===== src/tcl_pkg.sv =====
// shared types, constants and the query x table of the tone curve interpolator
package tcl_pkg;

  localparam int FRAC_BITS      = 12;
  localparam int QW             = FRAC_BITS + 1;
  localparam int LUT_SIZE       = 256;
  localparam int IDX_W          = 8;
  localparam int IDX_N          = 1 << IDX_W;
  localparam int MAX_POINTS_DEF = 8;

  localparam logic [QW-1:0] ONE = QW'(1) << FRAC_BITS;

  // rounding divisor of the table position and its scaled reciprocal
  localparam longint XDIV   = 2 * (LUT_SIZE - 1);
  localparam int     XSHIFT = 40;
  localparam longint XRECIP = ((longint'(1) << XSHIFT) + XDIV - 1) / XDIV;

  typedef enum logic [1:0] {
    OP_CLEAR = 2'd0,
    OP_ADD   = 2'd1,
    OP_QUERY = 2'd2,
    OP_NONE  = 2'd3
  } op_t;

  typedef enum logic [3:0] {
    ST_IDLE,
    ST_EXEC,
    ST_WALK,
    ST_YLO,
    ST_YHI,
    ST_PREP,
    ST_DIV,
    ST_MUL,
    ST_FIN
  } state_t;

  typedef struct packed {
    logic accept;
    logic exec;
    logic walk;
    logic ylo;
    logic yhi;
    logic prep;
    logic div;
    logic mul;
    logic fin;
  } cmd_t;

  typedef struct packed {
    logic need_walk;
    logic walk_stop;
    logic t_sat;
    logic div_last;
  } sts_t;

  typedef logic [QW-1:0] xtab_t [IDX_N];

  // x = round(index * one / (lut_size - 1)), index saturated to the last entry
  // reciprocal product is exact over the whole index range
  function automatic xtab_t build_xtab();
    xtab_t  tab;
    int     idx;
    int     q;
    longint num;
    for (int i = 0; i < IDX_N; i++) begin
      idx = (i > LUT_SIZE - 1) ? LUT_SIZE - 1 : i;
      num = longint'(idx) * 2 * (longint'(1) << FRAC_BITS) + longint'(LUT_SIZE - 1);
      q   = int'((num * XRECIP) >> XSHIFT);
      if (q > (1 << FRAC_BITS)) q = 1 << FRAC_BITS;
      tab[i] = QW'(q);
    end
    return tab;
  endfunction

  localparam xtab_t XTAB = build_xtab();

endpackage


===== src/tcl_ctrl.sv =====
// sequencing state machine of the tone curve interpolator
module tcl_ctrl import tcl_pkg::*; (
  input  logic clk,
  input  logic rst,
  input  logic start,
  input  sts_t sts,
  output cmd_t cmd,
  output logic busy
);

  state_t state, state_next;

  always_ff @(posedge clk) begin
    if (rst) begin
      state <= ST_IDLE;
    end else begin
      state <= state_next;
    end
  end

  always_comb begin
    state_next = state;
    cmd        = '0;
    busy       = 1'b1;
    case (state)
      ST_IDLE: begin
        busy = 1'b0;
        if (start) begin
          cmd.accept = 1'b1;
          state_next = ST_EXEC;
        end
      end
      ST_EXEC: begin
        cmd.exec   = 1'b1;
        state_next = sts.need_walk ? ST_WALK : ST_IDLE;
      end
      ST_WALK: begin
        cmd.walk = 1'b1;
        if (sts.walk_stop) state_next = ST_YLO;
      end
      ST_YLO: begin
        cmd.ylo    = 1'b1;
        state_next = ST_YHI;
      end
      ST_YHI: begin
        cmd.yhi    = 1'b1;
        state_next = ST_PREP;
      end
      ST_PREP: begin
        cmd.prep   = 1'b1;
        state_next = sts.t_sat ? ST_MUL : ST_DIV;
      end
      ST_DIV: begin
        cmd.div = 1'b1;
        if (sts.div_last) state_next = ST_MUL;
      end
      ST_MUL: begin
        cmd.mul    = 1'b1;
        state_next = ST_FIN;
      end
      ST_FIN: begin
        cmd.fin    = 1'b1;
        state_next = ST_IDLE;
      end
      default: begin
        state_next = ST_IDLE;
      end
    endcase
  end

endmodule


===== src/tcl_dp.sv =====
// knot store, segment walk, divider and interpolation datapath
module tcl_dp import tcl_pkg::*; #(
  parameter int MAX_POINTS = MAX_POINTS_DEF
) (
  input  logic             clk,
  input  logic             rst,
  input  cmd_t             cmd,
  input  logic [1:0]       opcode,
  input  logic [QW-1:0]    point_x,
  input  logic [QW-1:0]    point_y,
  input  logic [IDX_W-1:0] lut_index,
  output sts_t             sts,
  output logic [QW-1:0]    level,
  output logic             status,
  output logic             done
);

  localparam int CW   = $clog2(MAX_POINTS + 1);
  localparam int IW   = $clog2(MAX_POINTS);
  localparam int CNTW = $clog2(FRAC_BITS);
  localparam int PW   = 2 * QW + 2;

  op_t              op;
  logic [QW-1:0]    px, py, qx;
  logic [CW-1:0]    count;
  logic [QW-1:0]    knot_x [MAX_POINTS];
  logic [QW-1:0]    knot_y [MAX_POINTS];
  logic [QW-1:0]    sh_x   [MAX_POINTS];
  logic [QW-1:0]    sh_y   [MAX_POINTS];
  logic [MAX_POINTS-1:0] keep, prev_keep;
  logic [IW-1:0]    nxt;
  logic [QW-1:0]    xs, xn, ys, yn, span, diff, rem, t;
  logic [FRAC_BITS-2:0] quot;
  logic [CNTW-1:0]  cnt;
  logic signed [PW-1:0] prod;

  logic             full, at_last, ge;
  logic [QW-1:0]    px_sel;
  logic [QW:0]      rem_sh;
  logic [QW-1:0]    rem_sub;
  logic signed [QW:0]   dy, t_s;
  logic signed [PW-1:0] step, sum;
  logic [QW-1:0]    fin_level;

  assign full    = (count == CW'(MAX_POINTS));
  assign at_last = (CW'(nxt) == count - CW'(1));
  assign px_sel  = at_last ? ONE : knot_x[nxt];

  assign sts.need_walk = (op == OP_QUERY) && (count >= CW'(2));
  assign sts.walk_stop = (qx <= px_sel);
  assign sts.t_sat     = (diff >= span);
  assign sts.div_last  = (cnt == CNTW'(FRAC_BITS - 1));

  // insertion: entries up to the last one not above the new x stay put
  always_comb begin
    for (int i = 0; i < MAX_POINTS; i++) begin
      keep[i] = (CW'(i) < count) && (knot_x[i] <= px);
    end
    prev_keep = {keep[MAX_POINTS-2:0], 1'b1};
    sh_x[0] = px;
    sh_y[0] = py;
    for (int i = 1; i < MAX_POINTS; i++) begin
      sh_x[i] = knot_x[i-1];
      sh_y[i] = knot_y[i-1];
    end
  end

  // one restoring division step
  assign rem_sh  = {rem, 1'b0};
  assign ge      = (rem_sh >= {1'b0, span});
  assign rem_sub = rem_sh[QW-1:0] - span;

  assign dy   = $signed({1'b0, yn}) - $signed({1'b0, ys});
  assign t_s  = $signed({1'b0, t});
  assign step = prod >>> FRAC_BITS;
  assign sum  = $signed({{(PW-QW){1'b0}}, ys}) + step;

  always_comb begin
    if (sum[PW-1]) begin
      fin_level = '0;
    end else if (sum > $signed({{(PW-QW){1'b0}}, ONE})) begin
      fin_level = ONE;
    end else begin
      fin_level = sum[QW-1:0];
    end
  end

  always_ff @(posedge clk) begin
    if (rst) begin
      count <= '0;
      done  <= 1'b0;
    end else begin
      done <= (cmd.exec && !sts.need_walk) || cmd.fin;
      if (cmd.exec) begin
        if (op == OP_CLEAR) count <= '0;
        if (op == OP_ADD && !full) count <= count + CW'(1);
      end
    end
  end

  always_ff @(posedge clk) begin
    if (cmd.accept) begin
      op <= op_t'(opcode);
      px <= (point_x > ONE) ? ONE : point_x;
      py <= (point_y > ONE) ? ONE : point_y;
      qx <= XTAB[lut_index];
    end
    if (cmd.exec) begin
      if (op == OP_ADD && !full) begin
        for (int i = 0; i < MAX_POINTS; i++) begin
          if (!keep[i] && CW'(i) <= count) begin
            knot_x[i] <= prev_keep[i] ? px : sh_x[i];
            knot_y[i] <= prev_keep[i] ? py : sh_y[i];
          end
        end
      end
      if (!sts.need_walk) begin
        level  <= (op == OP_QUERY) ? qx : '0;
        status <= (op == OP_ADD) && full;
      end
      xs  <= '0;
      nxt <= IW'(1);
    end
    if (cmd.walk) begin
      if (sts.walk_stop) begin
        xn <= px_sel;
      end else begin
        xs  <= px_sel;
        nxt <= nxt + IW'(1);
      end
    end
    if (cmd.ylo) ys <= knot_y[nxt - IW'(1)];
    if (cmd.yhi) begin
      yn   <= knot_y[nxt];
      span <= (xn == xs) ? QW'(1) : xn - xs;
      diff <= qx - xs;
    end
    if (cmd.prep) begin
      rem  <= diff;
      quot <= '0;
      cnt  <= '0;
      if (sts.t_sat) t <= ONE;
    end
    if (cmd.div) begin
      rem  <= ge ? rem_sub : rem_sh[QW-1:0];
      quot <= {quot[FRAC_BITS-3:0], ge};
      cnt  <= cnt + CNTW'(1);
      if (sts.div_last) t <= {1'b0, quot, ge};
    end
    if (cmd.mul) prod <= dy * t_s;
    if (cmd.fin) begin
      level  <= fin_level;
      status <= 1'b0;
    end
  end

endmodule


===== src/tone_curve_lut_interpolator.sv =====
// top level of the piecewise-linear tone curve interpolator
//
//   channel   ports                                       direction
//   command   start, busy, opcode, point_x, point_y,      in
//             lut_index
//   result    done, level, status                         out
//
// a word is taken at a clock edge with start high and busy low; busy stays
// high until the result word is shown on done for exactly one cycle.
// clear, add and queries with fewer than two points finish in the execute state;
// other queries go on through the knot walk, the two knot y reads, preparation,
// the bit-serial divider (skipped when t saturates), the multiply and the finish.
// the next word may be given in the cycle that done is high.
// synchronous reset empties the knot store; results cannot be held off.
module tone_curve_lut_interpolator import tcl_pkg::*; #(
  parameter int MAX_POINTS = MAX_POINTS_DEF
) (
  input  logic             clk,
  input  logic             rst,
  input  logic             start,
  input  logic [1:0]       opcode,
  input  logic [QW-1:0]    point_x,
  input  logic [QW-1:0]    point_y,
  input  logic [IDX_W-1:0] lut_index,
  output logic             busy,
  output logic             done,
  output logic [QW-1:0]    level,
  output logic             status
);

  cmd_t cmd;
  sts_t sts;

  tcl_ctrl u_ctrl (
    .clk   (clk),
    .rst   (rst),
    .start (start),
    .sts   (sts),
    .cmd   (cmd),
    .busy  (busy)
  );

  tcl_dp #(
    .MAX_POINTS (MAX_POINTS)
  ) u_dp (
    .clk       (clk),
    .rst       (rst),
    .cmd       (cmd),
    .opcode    (opcode),
    .point_x   (point_x),
    .point_y   (point_y),
    .lut_index (lut_index),
    .sts       (sts),
    .level     (level),
    .status    (status),
    .done      (done)
  );

  // a result word always leaves the controller idle
  a_done_idle: assert property (@(posedge clk) disable iff (rst) done |-> !busy)
    else $error("result shown while busy");

  // a result only follows work in progress
  a_done_after_busy: assert property (@(posedge clk) disable iff (rst)
    done |-> $past(busy))
    else $error("result without a preceding command");

  // an accepted word starts work
  a_accept_busy: assert property (@(posedge clk) disable iff (rst)
    start && !busy |=> busy)
    else $error("accepted word did not start work");

  // a dropped point answers level zero
  a_drop_level: assert property (@(posedge clk) disable iff (rst)
    done && status |-> level == '0)
    else $error("dropped point with non-zero level");

endmodule

===== config.mk =====
export PLATFORM = sky130hd
export DESIGN_NAME = tone_curve_lut_interpolator
export DESIGN_NICKNAME = d
export VERILOG_FILES = /design/src/tcl_pkg.sv /design/src/tcl_ctrl.sv /design/src/tcl_dp.sv /design/src/tone_curve_lut_interpolator.sv
export SDC_FILE = /design/constraint.sdc
export NUM_CORES = 1
export LEC_CHECK = 0
export ABC_CLOCK_PERIOD_IN_PS = 10900
export BUFFER_PORTS_ARGS = -buffer_cell sky130_fd_sc_hd__buf_2
export CAP_MARGIN = 20
export CORE_MARGIN = 3
export CORE_UTILIZATION = 40
export DETAILED_ROUTE_END_ITERATION = 6
export PLACE_DENSITY_LB_ADDON = 0.3
export SLEW_MARGIN = 20
export SYNTH_ARGS = -nofsm -noshare
export SYNTH_HDL_FRONTEND = slang
export SYNTH_SLANG_ARGS = --single-unit

===== constraint.sdc =====
create_clock -name clk -period 10.9 [get_ports clk]
set_input_delay 2.725 -clock clk [delete_from_list [all_inputs] [get_ports clk]]
set_output_delay 2.725 -clock clk [all_outputs]
set_load 0.1 [all_outputs]

==> results of run 1 <==
routing by layer:
metal / track usage / vias to the layer above / routed length [um]
li1: - / 9537 / -
met4: 0.0419 / 0 / 1440
met2: 0.326 / 550 / 37600
met5: 0 / - / 0
met1: 0.280 / 10638 / 36300
met3: 0.0233 / 96 / 4300
critical path, delay by kind of cell (launching register included):
family | cells | cell delay, ps
and+or+nand+nor | 6 | 1230
xor gates and xnor gates | 1 | 350
buffers and inverters | 5 | 310
adders and majority gates | 8 | 3730
AOI/OAI and AO/OA | 9 | 3090
DFF | 1 | 470
through the flow:
| step | utilization | setup WS (ps) | instances | area (sq um) | hold WS [ps] |
|---|---|---|---|---|---|
| global placement | 0.429 | 1710 | 3686 | 32800 | 446 |
| finish | 0.449 | 1450 | 3772 | 34300 | 457 |
| detailed placement | 0.429 | 1450 | 3687 | 32800 | 452 |
| CTS | 0.448 | 1420 | 3769 | 34300 | 460 |
| floorplan | - | 2720 | 2655 | 31100 | 435 |
| global route | 0.448 | 775 | 3769 | 34300 | 486 |
state kept, by name (all words and copies together) (netlist names), 11 cells and up:
name         count
u_dp.py         13
u_dp.px         13
u_dp.t          13
u_dp.xs         13
u_dp.yn         13
u_dp.xn         13
u_dp.prod       16
u_dp.ys         13
u_dp.qx         13
u_dp.knot_x    104
u_dp.diff       13
u_dp.knot_y    104
u_dp.rem        13
u_dp.span       13
u_dp.quot       11
u_dp.level      13
where the power goes:
| part | internal (W) | total (W) | switching, W |
|---|---|---|---|
| sequential | 0.00172 | 0.00175 | 0.0000300 |
| combinational | 0.0000844 | 0.000230 | 0.000146 |
| clock | 0.000873 | 0.00152 | 0.000650 |
cell type report:
type                            count  area (sq um)
Tap cell                         1030          1290
Timing Repair Buffer               90           544
Multi-Input combinational cell   1812         17800
Sequential cell                   410         11900
Clock buffer                       62          1260
Inverter                          345          1290
Antenna cell                        3          7.51
Clock inverter                     20           216
Fill cell                        6979         42200
cell usage after synthesis, types with 21 or more instances:
library cell / n / area, sq um
xor2_1: 23 / 201
nand2b_1: 28 / 175
nand3_1: 28 / 140
nand2_1: 188 / 706
inv_1: 345 / 1290
a21oi_1: 98 / 490
xnor2_1: 43 / 377
nor3_1: 33 / 165
o21a_1: 28 / 210
nor2_1: 99 / 372
a21o_1: 23 / 173
fa_1: 184 / 3680
ha_1: 272 / 3400
mux2_2: 220 / 2480
and2_1: 87 / 544
nor2b_1: 75 / 469
edfxtp_1: 371 / 11100
o21ai_0: 73 / 365
a211oi_1: 21 / 158
clkbuf_1: 71 / 267
mux4_2: 78 / 1760
nand4_1: 26 / 163
dfxtp_1: 39 / 781
path summary, 6_finish.rpt:
kind	end	slack, ps	depth (start not counted)	from
min reg2reg	u_dp.xs[8]$_DFF_P_	460	2	u_dp.xs[8]$_DFF_P_
max reg2reg	u_dp.prod[27]$_DFFE_PP_	1450	29	u_dp.ys[1]$_DFFE_PP_
max	u_dp.prod[27]$_DFFE_PP_	1450	29	u_dp.ys[1]$_DFFE_PP_
min	u_dp.xs[8]$_DFF_P_	460	2	u_dp.xs[8]$_DFF_P_
logic make-up after synthesis:
| kind of cell | share of synthesized area |
|---|---|
| multiplexers | 0.142 |
| buffers and inverters | 0.0530 |
| flip-flops | 0.383 |
| adder cells (fa/ha/maj) | 0.228 |
| AO/OA/AOI/OAI | 0.0751 |
| AND/OR/NAND/NOR | 0.0997 |
| XOR/XNOR | 0.0193 |
==> results.toml, run 1 <==
[worst_setup_path]
max_stage_delay_ps = 810
startpoint_type = "register"
end_kind = "register"
cp.required_ps = 11220
critical_path_class = "reg2reg"
cp_common_cell = "fa_1"
worstPathMaxFanout = 13
slowest_stage = "a21oi_1"
cp.arrival_ps = 9770

[routing]
detail_route.wirelength_um = 79600
wl_per_cell_um = 21.1
drc_errors = 0
via_count = 20821
ant_nets = 0
drtIter0Drc = 1659
viasPerCell = 5.52
drtPass1Iterations = 6

[synth]
async_flop_share = 0
synth_nets = 3150
synth-seq-cells = 410
synth_edf_count = 371
synth_flop_cell = "edfxtp_1"
syn_area_sq_um = 31100
synth_cell_types = 77
yosys_warnings = 0
yosysSeqAreaShare = 0.383
syn_inst = 2655
avgSynthCellArea_sq_um = 11.7

[global_route]
grt_pass1_wl_um = 125000
grtUsageTotal = 0.197
antenna_found_initial = 0
grt_max_degree = 57
first_global_vias = 21546
overflow = 0

[timing]
hold_violations = 0
relSlewSlack = 0.270
rsz0062_at_grt = "false"
fin_crit_sh = 0.867
finalMaxSlewViolations = 0
finalSetupViolations = 0
clock.fmax_mhz = 106
finalCriticalPeriod_ps = 9450
fin_skew_ps = 56.8
worstMarginPinSlew_ps = 1090
setup_tns_ps = 0

[final_layout]
drive_gt1_frac = 0.182
final_common_cell = "edfxtp_1"
layout_common_cells = "371 x edfxtp_1, 345 x inv_1, 272 x ha_1"
final_nets = 3201
syn2layout_area_growth_pct = 10.2

[clock_network]
cts_post_setup_buffers_inserted = 0
clockBufferDepth = 3
path_clk_slew_ps = 60
postCtsHoldBufs = 0
clkSinkCount = 410
cts_htree_levels = 2
cts_tree = "yes"
cts_resized = 0
cts-buffers-inserted = 47
clk_latency_ps = 610
cts_root_buf = "clkbuf_16"

[pwr]
ir_drop_v = 0.000106
leakage_nw = 14.0
pwr_density_cell_nw_per_um2 = 102
power.total_w = 0.00351

[floorplanning]
core_area_sq_um = 76500
die-area_sq_um = 81200
num_io_pins = 55
die_h_um = 285
start_util = 0.407
dieWidth_um = 285
rows = 101

[min_path]
min_path_type = "reg2reg"

[placed_design]
globalplace.congestion = 0.919
port_buffers = 54
dpl.hpwl_um = 58600

[run]
max-cap-violations = 0

[run_status]
status = "complete, no violations"
Note: power is estimated with default switching activity, not from simulation.
==> inputs of run 2 (changes only) <==
--- a/config.mk
+++ b/config.mk
@@ -6,11 +6,11 @@
 export NUM_CORES = 1
 export LEC_CHECK = 0
 export ABC_CLOCK_PERIOD_IN_PS = 10900
-export BUFFER_PORTS_ARGS = -buffer_cell sky130_fd_sc_hd__buf_2
 export CAP_MARGIN = 20
 export CORE_MARGIN = 3
 export CORE_UTILIZATION = 40
 export DETAILED_ROUTE_END_ITERATION = 6
+export DONT_BUFFER_PORTS = 1
 export PLACE_DENSITY_LB_ADDON = 0.3
 export SLEW_MARGIN = 20
 export SYNTH_ARGS = -nofsm -noshare
==> results.toml, run 2 (synthesized netlist as in run 1, its figures left out) <==
[placed_design]
port_buffers = 0
dpl.hpwl_um = 58900
globalplace.congestion = 0.888

[clock_network]
cts_root_buf = "clkbuf_16"
cts_resized = 0
cts_htree_levels = 2
cts-buffers-inserted = 47
cts_tree = "yes"
postCtsHoldBufs = 0
clockBufferDepth = 3
clkSinkCount = 410
clk_latency_ps = 610
path_clk_slew_ps = 60
cts_post_setup_buffers_inserted = 0

[worst_setup_path]
startpoint_type = "register"
path_buf_inv = 3
r2r_cells = 29
cp.required_ps = 11240
max_stage_delay_ps = 860
worstPathMaxFanout = 13
worstSetupPathDepth = 29
end_kind = "register"
cp.arrival_ps = 9660
reg2reg_to = "u_dp.prod[27]$_DFFE_PP_"
crit_start = "u_dp.ys[0]$_DFFE_PP_"
cp-endpoint = "u_dp.prod[27]$_DFFE_PP_"
cp_common_cell = "fa_1"
cpLargestDelayFamily = "adder cells"
r2r_slack_ps = 1580
critical_path_class = "reg2reg"
slowest_stage = "xor2_1"
r2r-start = "u_dp.ys[0]$_DFFE_PP_"

[final_layout]
final_common_cell = "edfxtp_1"
nFillCells = 6994
final_nets = 3147
top_regs = "u_dp.knot_x (104), u_dp.knot_y (104), u_dp.prod (16)"
drive_gt1_frac = 0.165
finalCoreUtilization = 0.446
n_antenna_cell = 0
layout_common_cells = "371 x edfxtp_1, 345 x inv_1, 272 x ha_1"
syn2layout_area_growth_pct = 9.72

[timing]
clock.fmax_mhz = 107
fin_skew_ps = 44.3
finalSetupViolations = 0
worstMarginPinSlew_ps = 1120
rsz0062_at_grt = "false"
relSlewSlack = 0.248
setup_tns_ps = 0
hold_violations = 0
fin_crit_sh = 0.855
finalMaxSlewViolations = 0
finalCriticalPeriod_ps = 9320

[floorplanning]
die_h_um = 285
num_io_pins = 55
die-area_sq_um = 81200
rows = 101
start_util = 0.407
dieWidth_um = 285
core_area_sq_um = 76500

[routing]
drtPass1Iterations = 6
viasPerCell = 5.58
drtIter0Drc = 1610
drc_errors = 0
via_count = 20775
wl_per_cell_um = 21.8
ant_nets = 0
detail_route.wirelength_um = 81000

[global_route]
grtUsageTotal = 0.200
overflow = 0
antenna_found_initial = 2
grt_max_degree = 55
grt_pass1_wl_um = 127000
first_global_vias = 21524

[run_status]
status = "complete, no violations"

[run]
max-cap-violations = 0

[pwr]
ir_drop_v = 0.000111
pwr_density_cell_nw_per_um2 = 106
power.total_w = 0.00362
leakage_nw = 13.8

[min_path]
min_path_type = "reg2reg"
-- run 2: changes by cell type in the layout (fill, tap and decap cells not counted), moves of 2 or more --
cell / before / now
buf_2: 54 / 0
bufinv_16: 2 / 7
clkbuf_1: 13 / 8
clkinv_1: 2 / 10
diode_2: 3 / 0
inv_6: 4 / 2
-- run 2: metrics by stage --
stage	setup WS (ps)	hold slack, ps	std cells	area, sq um
6_report	1580	457	3720	34100
5_1_grt	1050	475	3720	34100
4_1_cts	1610	460	3720	34100
3_5_place_dp	1670	448	3633	32500
3_3_place_gp	1870	445	3633	32500
2_1_floorplan	2720	435	2655	31100
-- run 2: layout make-up --
class | instances | area [sq um] | share of cell area
Inverter | 345 | 1290 | 0.0379
Clock buffer | 56 | 1220 | 0.0357
Sequential cell | 410 | 11900 | 0.349
Clock inverter | 31 | 387 | 0.0113
Multi-Input combinational cell | 1812 | 17700 | 0.520
Timing Repair Buffer | 36 | 270 | 0.00792
Tap cell | 1030 | 1290 | 0.0378
-- run 2: worst min-delay path by stage --
stage,slack (ps),depth (start not counted),from,to
after floorplan,430,2,u_dp.xs[10]$_DFF_P_,u_dp.xs[10]$_DFF_P_
after global placement,450,2,u_dp.xs[3]$_DFF_P_,u_dp.xs[3]$_DFF_P_
after detailed placement,450,2,u_dp.xs[2]$_DFF_P_,u_dp.xs[2]$_DFF_P_
after CTS,460,2,u_dp.xs[10]$_DFF_P_,u_dp.xs[10]$_DFF_P_
after global routing,480,2,u_dp.xs[10]$_DFF_P_,u_dp.xs[10]$_DFF_P_
final,460,2,u_dp.xs[10]$_DFF_P_,u_dp.xs[10]$_DFF_P_
-- run 2: worst register-to-register path, delay by kind of cell (launching register included) --
kind | cells | cell delay, ps
buffers and inverters | 3 | 160
xor gates and xnor gates | 2 | 1210
AOI/OAI and AO/OA | 10 | 2110
DFF | 1 | 410
and+or+nand+nor | 5 | 1020
adders and majority gates | 9 | 4150
-- run 2: power by group --
| group | internal, W | switching [W] |
|---|---|---|
| Combinational | 0.0000772 | 0.000114 |
| Sequential | 0.00172 | 0.0000544 |
| Clock | 0.000975 | 0.000677 |
| Total | 0.00277 | 0.000845 |
-- run 2: metal layers --
layer,vias up,global-route usage,part of all wire
met3,130,0.0301,0.062
met1,10595,0.281,0.45
met5,-,0,0.00033
met4,4,0.0526,0.023
li1,9434,-,-
met2,612,0.324,0.46
